`src/rtl/core/hbf_pkg.sv`:
```
// Shared types and constants of the HTTP body framer.
// Depends on nothing; every other file of the core imports it.
package hbf_pkg;

    // Item kinds on the input stream.
    localparam logic [1:0] KIND_START = 2'd0;
    localparam logic [1:0] KIND_BYTE  = 2'd1;
    localparam logic [1:0] KIND_END   = 2'd2;

    // Result status codes.
    localparam logic [1:0] ST_OK       = 2'd0;
    localparam logic [1:0] ST_OVER     = 2'd1;
    localparam logic [1:0] ST_MISMATCH = 2'd2;

    // Status codes that carry no body besides the 1xx range.
    localparam logic [9:0] CODE_INFO_LO     = 10'd100;
    localparam logic [9:0] CODE_INFO_HI     = 10'd199;
    localparam logic [9:0] CODE_NO_CONTENT  = 10'd204;
    localparam logic [9:0] CODE_NOT_MODIFED = 10'd304;

    // Framing characters.
    localparam logic [7:0] CH_CR        = 8'h0d;
    localparam logic [7:0] CH_LF        = 8'h0a;
    localparam logic [7:0] CH_DIGIT_0   = 8'h30;
    localparam logic [7:0] CH_ALPHA_OFS = 8'h57;

    // Depth of the job queue between front and back.
    localparam int unsigned Q_DEPTH = 4;
    localparam int unsigned Q_AW    = 2;

    typedef enum logic [1:0] {
        MODE_NONE  = 2'd0,
        MODE_CLEN  = 2'd1,
        MODE_CHUNK = 2'd2,
        MODE_CLOSE = 2'd3
    } mode_t;

    // What the back end has to emit for one accepted item.
    typedef enum logic [1:0] {
        J_EMPTY = 2'd0,
        J_BYTE  = 2'd1,
        J_CHUNK = 2'd2,
        J_ZERO  = 2'd3
    } jtype_t;

    typedef enum logic [2:0] {
        PH_NOBYTE,
        PH_DATA,
        PH_HEX,
        PH_HCR,
        PH_HLF,
        PH_TCR,
        PH_TLF
    } phase_t;

    // Decoded input item.
    typedef struct packed {
        logic [1:0]  kind;
        logic [9:0]  status_code;
        logic        is_head;
        logic [3:0]  minor_version;
        logic        keep_alive;
        logic        has_length;
        logic [31:0] decl_length;
        logic [7:0]  data_byte;
        logic        chunk_first;
        logic        chunk_last;
        logic [31:0] chunk_length;
    } item_t;

    // Job handed from front to back.
    typedef struct packed {
        jtype_t      jtype;
        logic [7:0]  data;
        logic        cfirst;
        logic        clast;
        logic [31:0] clen;
        logic [2:0]  ndig;     // number of hex digits minus one
        logic [1:0]  status;
        mode_t       mode;
        logic        close;
    } job_t;

    // One output beat.
    typedef struct packed {
        logic        has_byte;
        logic [7:0]  out_byte;
        logic        last;
        logic [1:0]  status;
        mode_t       mode;
        logic        close;
    } res_t;

endpackage

```
`src/rtl/core/hbf_front.sv`:
```
// Front end of the HTTP body framer: accepts items, keeps the response state
// and turns each item into one job for the back end. Depends on hbf_pkg.
module hbf_front #(
    parameter int unsigned LENGTH_BITS = 32
) (
    input  logic          clk,
    input  logic          rst_n,
    input  logic          in_valid,
    output logic          in_ready,
    input  hbf_pkg::item_t item,
    input  logic          q_full,
    output logic          push,
    output hbf_pkg::job_t push_job
);
    import hbf_pkg::*;

    localparam bit WRAP = (LENGTH_BITS == 64);

    mode_t                  mode_reg, mode_next;
    logic                   close_reg, close_next;
    logic                   complete_reg, complete_next;
    logic [LENGTH_BITS-1:0] exp_reg, exp_next;
    logic [LENGTH_BITS-1:0] sent_reg, sent_next;

    logic [LENGTH_BITS-1:0] len_sat;
    logic [LENGTH_BITS:0]   sent_inc;
    logic                   over;
    logic                   v11;
    logic                   forbidden;
    logic [2:0]             ndig_m1;
    job_t                   job;

    assign in_ready = !q_full;
    assign push     = in_valid && in_ready;
    assign push_job = job;

    // Declared length, saturated to the counter width.
    generate
        if (LENGTH_BITS >= 32) begin : g_len_wide
            assign len_sat = LENGTH_BITS'(item.decl_length);
        end
        else begin : g_len_narrow
            assign len_sat = (|item.decl_length[31:LENGTH_BITS]) ? '1
                           : item.decl_length[LENGTH_BITS-1:0];
        end
    endgenerate

    // A byte fits while the incremented count stays within the limit.
    assign sent_inc = {1'b0, sent_reg} + (LENGTH_BITS+1)'(1);
    assign over     = WRAP ? (sent_inc[LENGTH_BITS-1:0] > exp_reg)
                           : (sent_inc > {1'b0, exp_reg});

    assign v11 = (item.minor_version != 4'd0);

    // Status codes that forbid a body.
    always_comb
    begin
        forbidden = item.status_code inside {[CODE_INFO_LO:CODE_INFO_HI],
                                             CODE_NO_CONTENT, CODE_NOT_MODIFED};
    end

    // Number of hex digits of the chunk length, at least one.
    always_comb
    begin
        ndig_m1 = 3'd0;
        for (int i = 1; i < 8; i++)
        begin
            if (item.chunk_length[4*i +: 4] != 4'd0)
                ndig_m1 = 3'(i);
        end
    end

    // Classify the item and compute the next response state.
    always_comb
    begin
        mode_next     = mode_reg;
        close_next    = close_reg;
        complete_next = complete_reg;
        exp_next      = exp_reg;
        sent_next     = sent_reg;

        job        = '0;
        job.jtype  = J_EMPTY;
        job.status = ST_OK;
        job.data   = item.data_byte;
        job.cfirst = item.chunk_first;
        job.clast  = item.chunk_last;
        job.clen   = item.chunk_length;
        job.ndig   = ndig_m1;

        case (item.kind)
            KIND_START:
            begin
                sent_next     = '0;
                exp_next      = '0;
                complete_next = 1'b0;
                if (item.is_head || forbidden)
                begin
                    mode_next     = MODE_NONE;
                    complete_next = 1'b1;
                end
                else if (item.has_length)
                begin
                    mode_next = MODE_CLEN;
                    exp_next  = len_sat;
                end
                else if (v11)
                    mode_next = MODE_CHUNK;
                else
                    mode_next = MODE_CLOSE;
                close_next = v11 ? !item.keep_alive
                                 : (!item.keep_alive || mode_next == MODE_CLOSE);
            end
            KIND_BYTE:
            begin
                if (!complete_reg)
                begin
                    case (mode_reg)
                        MODE_CLEN:
                        begin
                            if (over)
                                job.status = ST_OVER;
                            else
                            begin
                                sent_next = sent_inc[LENGTH_BITS-1:0];
                                job.jtype = J_BYTE;
                            end
                        end
                        MODE_CHUNK: job.jtype = J_CHUNK;
                        MODE_CLOSE: job.jtype = J_BYTE;
                        default:    job.jtype = J_EMPTY;
                    endcase
                end
            end
            KIND_END:
            begin
                if (!complete_reg)
                begin
                    if (mode_reg == MODE_CLEN && sent_reg != exp_reg)
                        job.status = ST_MISMATCH;
                    else
                    begin
                        if (mode_reg == MODE_CHUNK)
                        begin
                            job.jtype = J_ZERO;
                            job.clen  = '0;
                            job.ndig  = 3'd0;
                        end
                        complete_next = 1'b1;
                    end
                end
            end
            default:
            begin
                job.jtype = J_EMPTY;
            end
        endcase

        job.mode  = mode_next;
        job.close = close_next;
    end

    // Response state registers.
    always_ff @(posedge clk or negedge rst_n)
    begin
        if (!rst_n)
        begin
            mode_reg     <= MODE_NONE;
            close_reg    <= 1'b0;
            complete_reg <= 1'b0;
            exp_reg      <= '0;
            sent_reg     <= '0;
        end
        else if (push)
        begin
            mode_reg     <= mode_next;
            close_reg    <= close_next;
            complete_reg <= complete_next;
            exp_reg      <= exp_next;
            sent_reg     <= sent_next;
        end
    end

endmodule

```
`src/rtl/core/hbf_queue.sv`:
```
// Short job queue between the front and back ends of the body framer.
// Depends on hbf_pkg for the job type and depth.
module hbf_queue (
    input  logic          clk,
    input  logic          rst_n,
    input  logic          push,
    input  hbf_pkg::job_t push_job,
    output logic          full,
    input  logic          pop,
    output logic          valid,
    output hbf_pkg::job_t head
);
    import hbf_pkg::*;

    job_t            mem [Q_DEPTH];
    logic [Q_AW-1:0] wr_ptr_reg, rd_ptr_reg;
    logic [Q_AW:0]   count_reg, count_next;

    assign full  = (count_reg == (Q_AW+1)'(Q_DEPTH));
    assign valid = (count_reg != '0);
    assign head  = mem[rd_ptr_reg];

    // Occupancy follows push and pop.
    always_comb
    begin
        count_next = count_reg;
        if (push && !pop)
            count_next = count_reg + (Q_AW+1)'(1);
        else if (pop && !push)
            count_next = count_reg - (Q_AW+1)'(1);
    end

    // Pointers and count.
    always_ff @(posedge clk or negedge rst_n)
    begin
        if (!rst_n)
        begin
            wr_ptr_reg <= '0;
            rd_ptr_reg <= '0;
            count_reg  <= '0;
        end
        else
        begin
            if (push)
                wr_ptr_reg <= wr_ptr_reg + Q_AW'(1);
            if (pop)
                rd_ptr_reg <= rd_ptr_reg + Q_AW'(1);
            count_reg <= count_next;
        end
    end

    // Job storage.
    always_ff @(posedge clk)
    begin
        if (push)
            mem[wr_ptr_reg] <= push_job;
    end

endmodule

```
`src/rtl/core/hbf_back.sv`:
```
// Back end of the body framer: expands each queued job into output beats
// (chunk header, data, CRLF, zero chunk) behind an output register.
// Depends on hbf_pkg.
module hbf_back (
    input  logic          clk,
    input  logic          rst_n,
    input  logic          q_valid,
    input  hbf_pkg::job_t head,
    output logic          pop,
    output logic          out_valid,
    input  logic          out_ready,
    output hbf_pkg::res_t out_res
);
    import hbf_pkg::*;

    logic       busy_reg, busy_next;
    phase_t     ph_reg, ph_next;
    logic [2:0] dig_reg, dig_next;
    logic       valid_reg;
    res_t       res_reg;

    phase_t     start_ph;
    phase_t     cur_ph;
    logic [2:0] cur_dig;
    logic [3:0] nib;
    logic       load;
    res_t       beat;

    assign out_valid = valid_reg;
    assign out_res   = res_reg;

    // First phase of a fresh job.
    always_comb
    begin
        case (head.jtype)
            J_BYTE:  start_ph = PH_DATA;
            J_CHUNK: start_ph = head.cfirst ? PH_HEX : PH_DATA;
            J_ZERO:  start_ph = PH_HEX;
            default: start_ph = PH_NOBYTE;
        endcase
    end

    assign cur_ph  = busy_reg ? ph_reg : start_ph;
    assign cur_dig = busy_reg ? dig_reg : head.ndig;
    assign nib     = head.clen[{cur_dig, 2'b00} +: 4];

    // Current beat and the phase that follows it.
    always_comb
    begin
        beat          = '0;
        beat.status   = head.status;
        beat.mode     = head.mode;
        beat.close    = head.close;
        beat.has_byte = 1'b1;
        ph_next       = cur_ph;
        dig_next      = cur_dig;
        case (cur_ph)
            PH_NOBYTE:
            begin
                beat.has_byte = 1'b0;
                beat.last     = 1'b1;
            end
            PH_DATA:
            begin
                beat.out_byte = head.data;
                if (head.jtype == J_CHUNK && head.clast)
                    ph_next = PH_TCR;
                else
                    beat.last = 1'b1;
            end
            PH_HEX:
            begin
                beat.out_byte = (nib < 4'd10) ? (CH_DIGIT_0 + 8'(nib))
                                              : (CH_ALPHA_OFS + 8'(nib));
                if (cur_dig == 3'd0)
                    ph_next = PH_HCR;
                else
                    dig_next = cur_dig - 3'd1;
            end
            PH_HCR:
            begin
                beat.out_byte = CH_CR;
                ph_next       = PH_HLF;
            end
            PH_HLF:
            begin
                beat.out_byte = CH_LF;
                ph_next       = (head.jtype == J_ZERO) ? PH_TCR : PH_DATA;
            end
            PH_TCR:
            begin
                beat.out_byte = CH_CR;
                ph_next       = PH_TLF;
            end
            PH_TLF:
            begin
                beat.out_byte = CH_LF;
                beat.last     = 1'b1;
            end
            default:
            begin
                beat.has_byte = 1'b0;
                beat.last     = 1'b1;
            end
        endcase
        busy_next = !beat.last;
    end

    // A beat moves into the output register when it is empty or drains.
    assign load = q_valid && (!valid_reg || out_ready);
    assign pop  = load && beat.last;

    // Sequencer and output valid.
    always_ff @(posedge clk or negedge rst_n)
    begin
        if (!rst_n)
        begin
            busy_reg  <= 1'b0;
            ph_reg    <= PH_NOBYTE;
            dig_reg   <= 3'd0;
            valid_reg <= 1'b0;
        end
        else
        begin
            if (load)
            begin
                busy_reg  <= busy_next;
                ph_reg    <= ph_next;
                dig_reg   <= dig_next;
                valid_reg <= 1'b1;
            end
            else if (out_ready)
                valid_reg <= 1'b0;
        end
    end

    // Output payload.
    always_ff @(posedge clk)
    begin
        if (load)
            res_reg <= beat;
    end

endmodule

```
`src/rtl/core/http_body_framer_core.sv`:
```
// Top level of the HTTP body framer: stream ports, field packing, and the
// front end, job queue and back end. Depends on hbf_pkg, hbf_front,
// hbf_queue and hbf_back.
//
// Channel   Dir  Accepted when                 Carries
// s_axis    in   s_axis_tvalid & s_axis_tready one response item (start, byte, end)
// m_axis    out  m_axis_tvalid & m_axis_tready one framed body beat or status beat
//
// Plain body bytes flow at one per cycle unless the output stalls or the queue
// fills. A chunk byte is sent as hex digits and CRLF (first byte), the data, and
// CRLF (last byte); the end of a chunked body as the digit 0, CRLF, CRLF. The
// back-end sequencer emits one beat per cycle unless the output stalls.
// Reset clears the response state (no body mode), the queue and the output.
// The four-entry job queue lets the input keep flowing while the output stalls.
module http_body_framer_core #(
    parameter int unsigned LENGTH_BITS = 32
) (
    input  logic        clk,
    input  logic        rst_n,
    input  logic        s_axis_tvalid,
    output logic        s_axis_tready,
    // status_code[9:0], is_head[10], minor_version[14:11], keep_alive[15],
    // has_length[16], decl_length[48:17], data_byte[56:49],
    // chunk_length[88:57], zero[95:89]
    input  logic [95:0] s_axis_tdata,
    // kind[1:0], chunk_first[2]
    input  logic [2:0]  s_axis_tuser,
    input  logic        s_axis_tlast,
    output logic        m_axis_tvalid,
    input  logic        m_axis_tready,
    // out_byte[7:0], status[9:8], body_mode[11:10], close_connection[12],
    // zero[15:13]
    output logic [15:0] m_axis_tdata,
    // has_byte[0]
    output logic        m_axis_tuser,
    output logic        m_axis_tlast
);
    import hbf_pkg::*;

    item_t item;
    job_t  push_job;
    job_t  head;
    res_t  res;
    logic  push;
    logic  pop;
    logic  q_full;
    logic  q_valid;

    // Unpack the input beat.
    always_comb
    begin
        item.kind          = s_axis_tuser[1:0];
        item.status_code   = s_axis_tdata[9:0];
        item.is_head       = s_axis_tdata[10];
        item.minor_version = s_axis_tdata[14:11];
        item.keep_alive    = s_axis_tdata[15];
        item.has_length    = s_axis_tdata[16];
        item.decl_length   = s_axis_tdata[48:17];
        item.data_byte     = s_axis_tdata[56:49];
        item.chunk_first   = s_axis_tuser[2];
        item.chunk_last    = s_axis_tlast;
        item.chunk_length  = s_axis_tdata[88:57];
    end

    hbf_front #(
        .LENGTH_BITS (LENGTH_BITS)
    ) u_front (
        .clk      (clk),
        .rst_n    (rst_n),
        .in_valid (s_axis_tvalid),
        .in_ready (s_axis_tready),
        .item     (item),
        .q_full   (q_full),
        .push     (push),
        .push_job (push_job)
    );

    hbf_queue u_queue (
        .clk      (clk),
        .rst_n    (rst_n),
        .push     (push),
        .push_job (push_job),
        .full     (q_full),
        .pop      (pop),
        .valid    (q_valid),
        .head     (head)
    );

    hbf_back u_back (
        .clk       (clk),
        .rst_n     (rst_n),
        .q_valid   (q_valid),
        .head      (head),
        .pop       (pop),
        .out_valid (m_axis_tvalid),
        .out_ready (m_axis_tready),
        .out_res   (res)
    );

    // Pack the output beat.
    assign m_axis_tdata = {3'b000, res.close, res.mode, res.status, res.out_byte};
    assign m_axis_tuser = res.has_byte;
    assign m_axis_tlast = res.last;

endmodule
```
`config.mk`:
```
export PLATFORM = sky130hd
export DESIGN_NAME = http_body_framer_core
export DESIGN_NICKNAME = d
export VERILOG_FILES = /design/src/rtl/core/hbf_pkg.sv /design/src/rtl/core/hbf_front.sv /design/src/rtl/core/hbf_queue.sv /design/src/rtl/core/hbf_back.sv /design/src/rtl/core/http_body_framer_core.sv
export SDC_FILE = /design/constraint.sdc
export NUM_CORES = 1
export LEC_CHECK = 0
export BUFFER_PORTS_ARGS = -buffer_cell sky130_fd_sc_hd__buf_2
export CAP_MARGIN = 20
export CORE_UTILIZATION = 60
export DETAILED_ROUTE_END_ITERATION = 8
export GPL_TIMING_DRIVEN = 1
export PLACE_DENSITY = 0.8
export SLEW_MARGIN = 15
export SYNTH_ARGS = -nofsm -noshare
export SYNTH_HDL_FRONTEND = slang
export SYNTH_HIERARCHICAL = 1
export SYNTH_SLANG_ARGS = --single-unit
```
`constraint.sdc`:
```
create_clock -name clk -period 5.7 [get_ports clk]
set_input_delay 0.855 -clock clk [delete_from_list [all_inputs] [get_ports clk]]
set_output_delay 0.855 -clock clk [all_outputs]
set_load 0.005 [all_outputs]
```
==> flow_summary.ini <==
[finish]
layout_common_cells = 223 x edfxtp_1, 112 x buf_2, 85 x nand2_1
largest_reg_flops = 208
diodes = 0
drive_above_1_share_pct = 21.7
nNetsFinal = 1354
areaGrowthSynthToFinish_pct = 10.9
final_common_cell = edfxtp_1

[synthesis]
synth-seq-area-share_pct = 58.1
synth.area.top_cells = edfxtp_1 44%, dfrtp_1 14%, mux4_2 7.2%
yosysWarnings = 6
ys_types = 88
synthArstFlopShare_pct = 27.1
synth-seq-cells = 306
synth_ff_type = edfxtp_1
yosysTopAreaCell = edfxtp_1
synth-edff-count = 223
synth_top_area_share_pct = 44.3
synthCells = 1109
synth_area_um2 = 15100
avgSynthCellArea_um2 = 13.6

[worst_setup_path]
crit_path_start = u_front/sent_reg[9]
critPathLaunchType = flop
end_kind = flop
arrival_ps = 5340
rr_startpoint = u_front/sent_reg[9]
crit_end = u_queue/mem[1][3]
reg2reg_depth = 14
r2r_end = u_queue/mem[1][3]
crit_type = reg2reg
cp_max_fo = 19
rrSetupSlack_ps = 660
worstPathRequired_ps = 6000

[clocking]
cts_sinks = 306
cts.clk_slew.worst_paths_ps = 60
h-tree-depth = 1
cts_buffers = 31
cts_tree = built
cts_resized = 0
clk_latency_ps = 560
postCtsSetupBuffers = 0
clockRootBuffer = clkbuf_16
ctsHoldBuffers = 0
clock_path_buffers = 3

[power_and_ir_drop]
power.switching_mw = 2.87
p_per_area_nw_per_um2 = 491
intPower_mw = 5.35
pwr-share-comb_pct = 35.6
peakVddDrop_mv = 0.285
seqPwrFrac_pct = 40.4
p_sw_share_pct = 34.9
p_clk_share_pct = 23.9
power_mw = 8.22
leakagePower_nw = 6.51

[grt]
grt_max_degree = 45
grt_overflow_total = 0
grtUsageTotal_pct = 25.6
grt_pass1_wl_um = 51300
grt_pass1_vias = 9553
antenna_found_initial = 2

[route]
drtIter0Drc = 694
vias_per_cell = 6.12
drc = 0
vias = 9499
drt.antenna.violating_nets = 0
routedWlPerCell_um = 20.9
finalWirelength_um = 32400
firstDrtPassIters = 5

[timing]
clock_skew_ps = 17.0
rsz0062_at_grt = false
finalSetupViolCount = 0
min_period_over_period_pct = 88.4
tns_ps = 0
timing.final.hold_violations = 0
slew_headroom_pct = 35.8
worst_pin_slew_ps = 950
fmax_mhz = 199
slew_viol_final = 0
fin_crit_ps = 5040

[floorplanning]
die-area_um2 = 25800
die_x_um = 161
core_area_um2 = 24500
fp.dieH_um = 161
core.rowCount = 57
io_pins = 124
initial_core_util_pct = 61.6

[placement]
numPortBuffers = 113
gp_congestion = 0.890
place_hpwl_um = 21700

[worst_hold_path]
hp-class = in2async

[outcome]
status = finished clean

[run]
drv_cap = 0
==> metal layers <==
metal  global-route usage, %  routed length [µm]
met1                    34.7               13400
met2                    42.8               16200
met3                    3.90                1940
met4                    8.32                 865
met5                       0                  28
==> synth_stat cells (6+ instances only) <==
master	number
nand2_1	85
edfxtp_1	223
clkbuf_1	28
inv_1	73
o21ai_0	25
buf_6	8
o22ai_1	6
a21oi_1	30
a21o_1	6
nor4b_1	7
xor2_1	30
nor2_1	29
dfrtp_1	83
nor3_1	13
buf_12	6
buf_2	9
and2_1	7
or4_1	8
mux4_2	48
and3_1	8
nand3_1	16
xnor2_1	36
o31ai_1	8
nor2b_1	36
mux2i_1	24
nand4_1	17
a22o_1	34
o22a_1	12
buf_4	16
ha_1	45
nor4_1	22
==> stage by stage <==
step | utilization (%) | instances | instance area (µm²) | hold slack (ps) | setup slack, ps
6_report | 68.3 | 1552 | 16800 | 263 | 663
5_1_grt | 68.3 | 1552 | 16800 | 304 | 362
2_1_floorplan | - | 1111 | 15100 | 449 | 1520
3_3_place_gp | 64.3 | 1495 | 15800 | 468 | 955
4_1_cts | 68.3 | 1552 | 16800 | 265 | 835
3_5_place_dp | 64.3 | 1495 | 15800 | 478 | 896
==> cells by family after synthesis <==
logic type	count (synthesis)	synth area share (%)
xor+xnor	66	3.83
flops	306	58.1
other cells	1	0.0248
simple gates	278	9.94
fa+ha+maj	46	3.86
buf+inv	145	5.13
compound gates	184	9.16
mux	83	10.0
==> power groups by stage <==
stage          logic (mW)  clock network [mW]  registers, mW
2_1_floorplan        2.33                   0           3.18
3_3_place_gp         2.79                   0           3.33
3_5_place_dp         2.87                   0           3.37
4_1_cts              2.92                2.00           3.34
5_1_grt              3.17                2.09           3.38
6_report             2.93                1.97           3.33
==> cell type report <==
type	instances	area (µm²)
fill	1697	7770
clock buffer	32	779
timing repair buffer	129	701
sequential	306	8780
clock inverter	25	216
inverter	76	287
multi-input combinational	660	5590
tap	324	405
==> worst max-delay path: stages, from the launching register on <==
cell,delay [ps]
dfrtp_1,390
inv_1,110
or4_1,610
nor4b_1,820
nand2_1,260
nor2_1,250
xor2_1,110
ha_1,280
nand3_1,120
nor4_1,420
nor2b_1,90
nand3_1,130
o211a_1,660
a31oi_1,140
nor3_1,380
==> how the worst min path moves through the flow <==
stage	start	endpoint	slack [ps]	cells after the start
finish	rst_n	u_front/exp_reg[19]	260	1
detailed placement	u_queue/count_reg[2]	u_queue/count_reg[2]	480	1
floorplan	u_queue/count_reg[2]	u_queue/count_reg[2]	450	1
CTS	rst_n	u_front/exp_reg[17]	260	1
global route	rst_n	u_front/exp_reg[17]	300	1
global placement	u_queue/count_reg[2]	u_queue/count_reg[2]	470	1
Note: power is estimated with default switching activity, not from simulation.
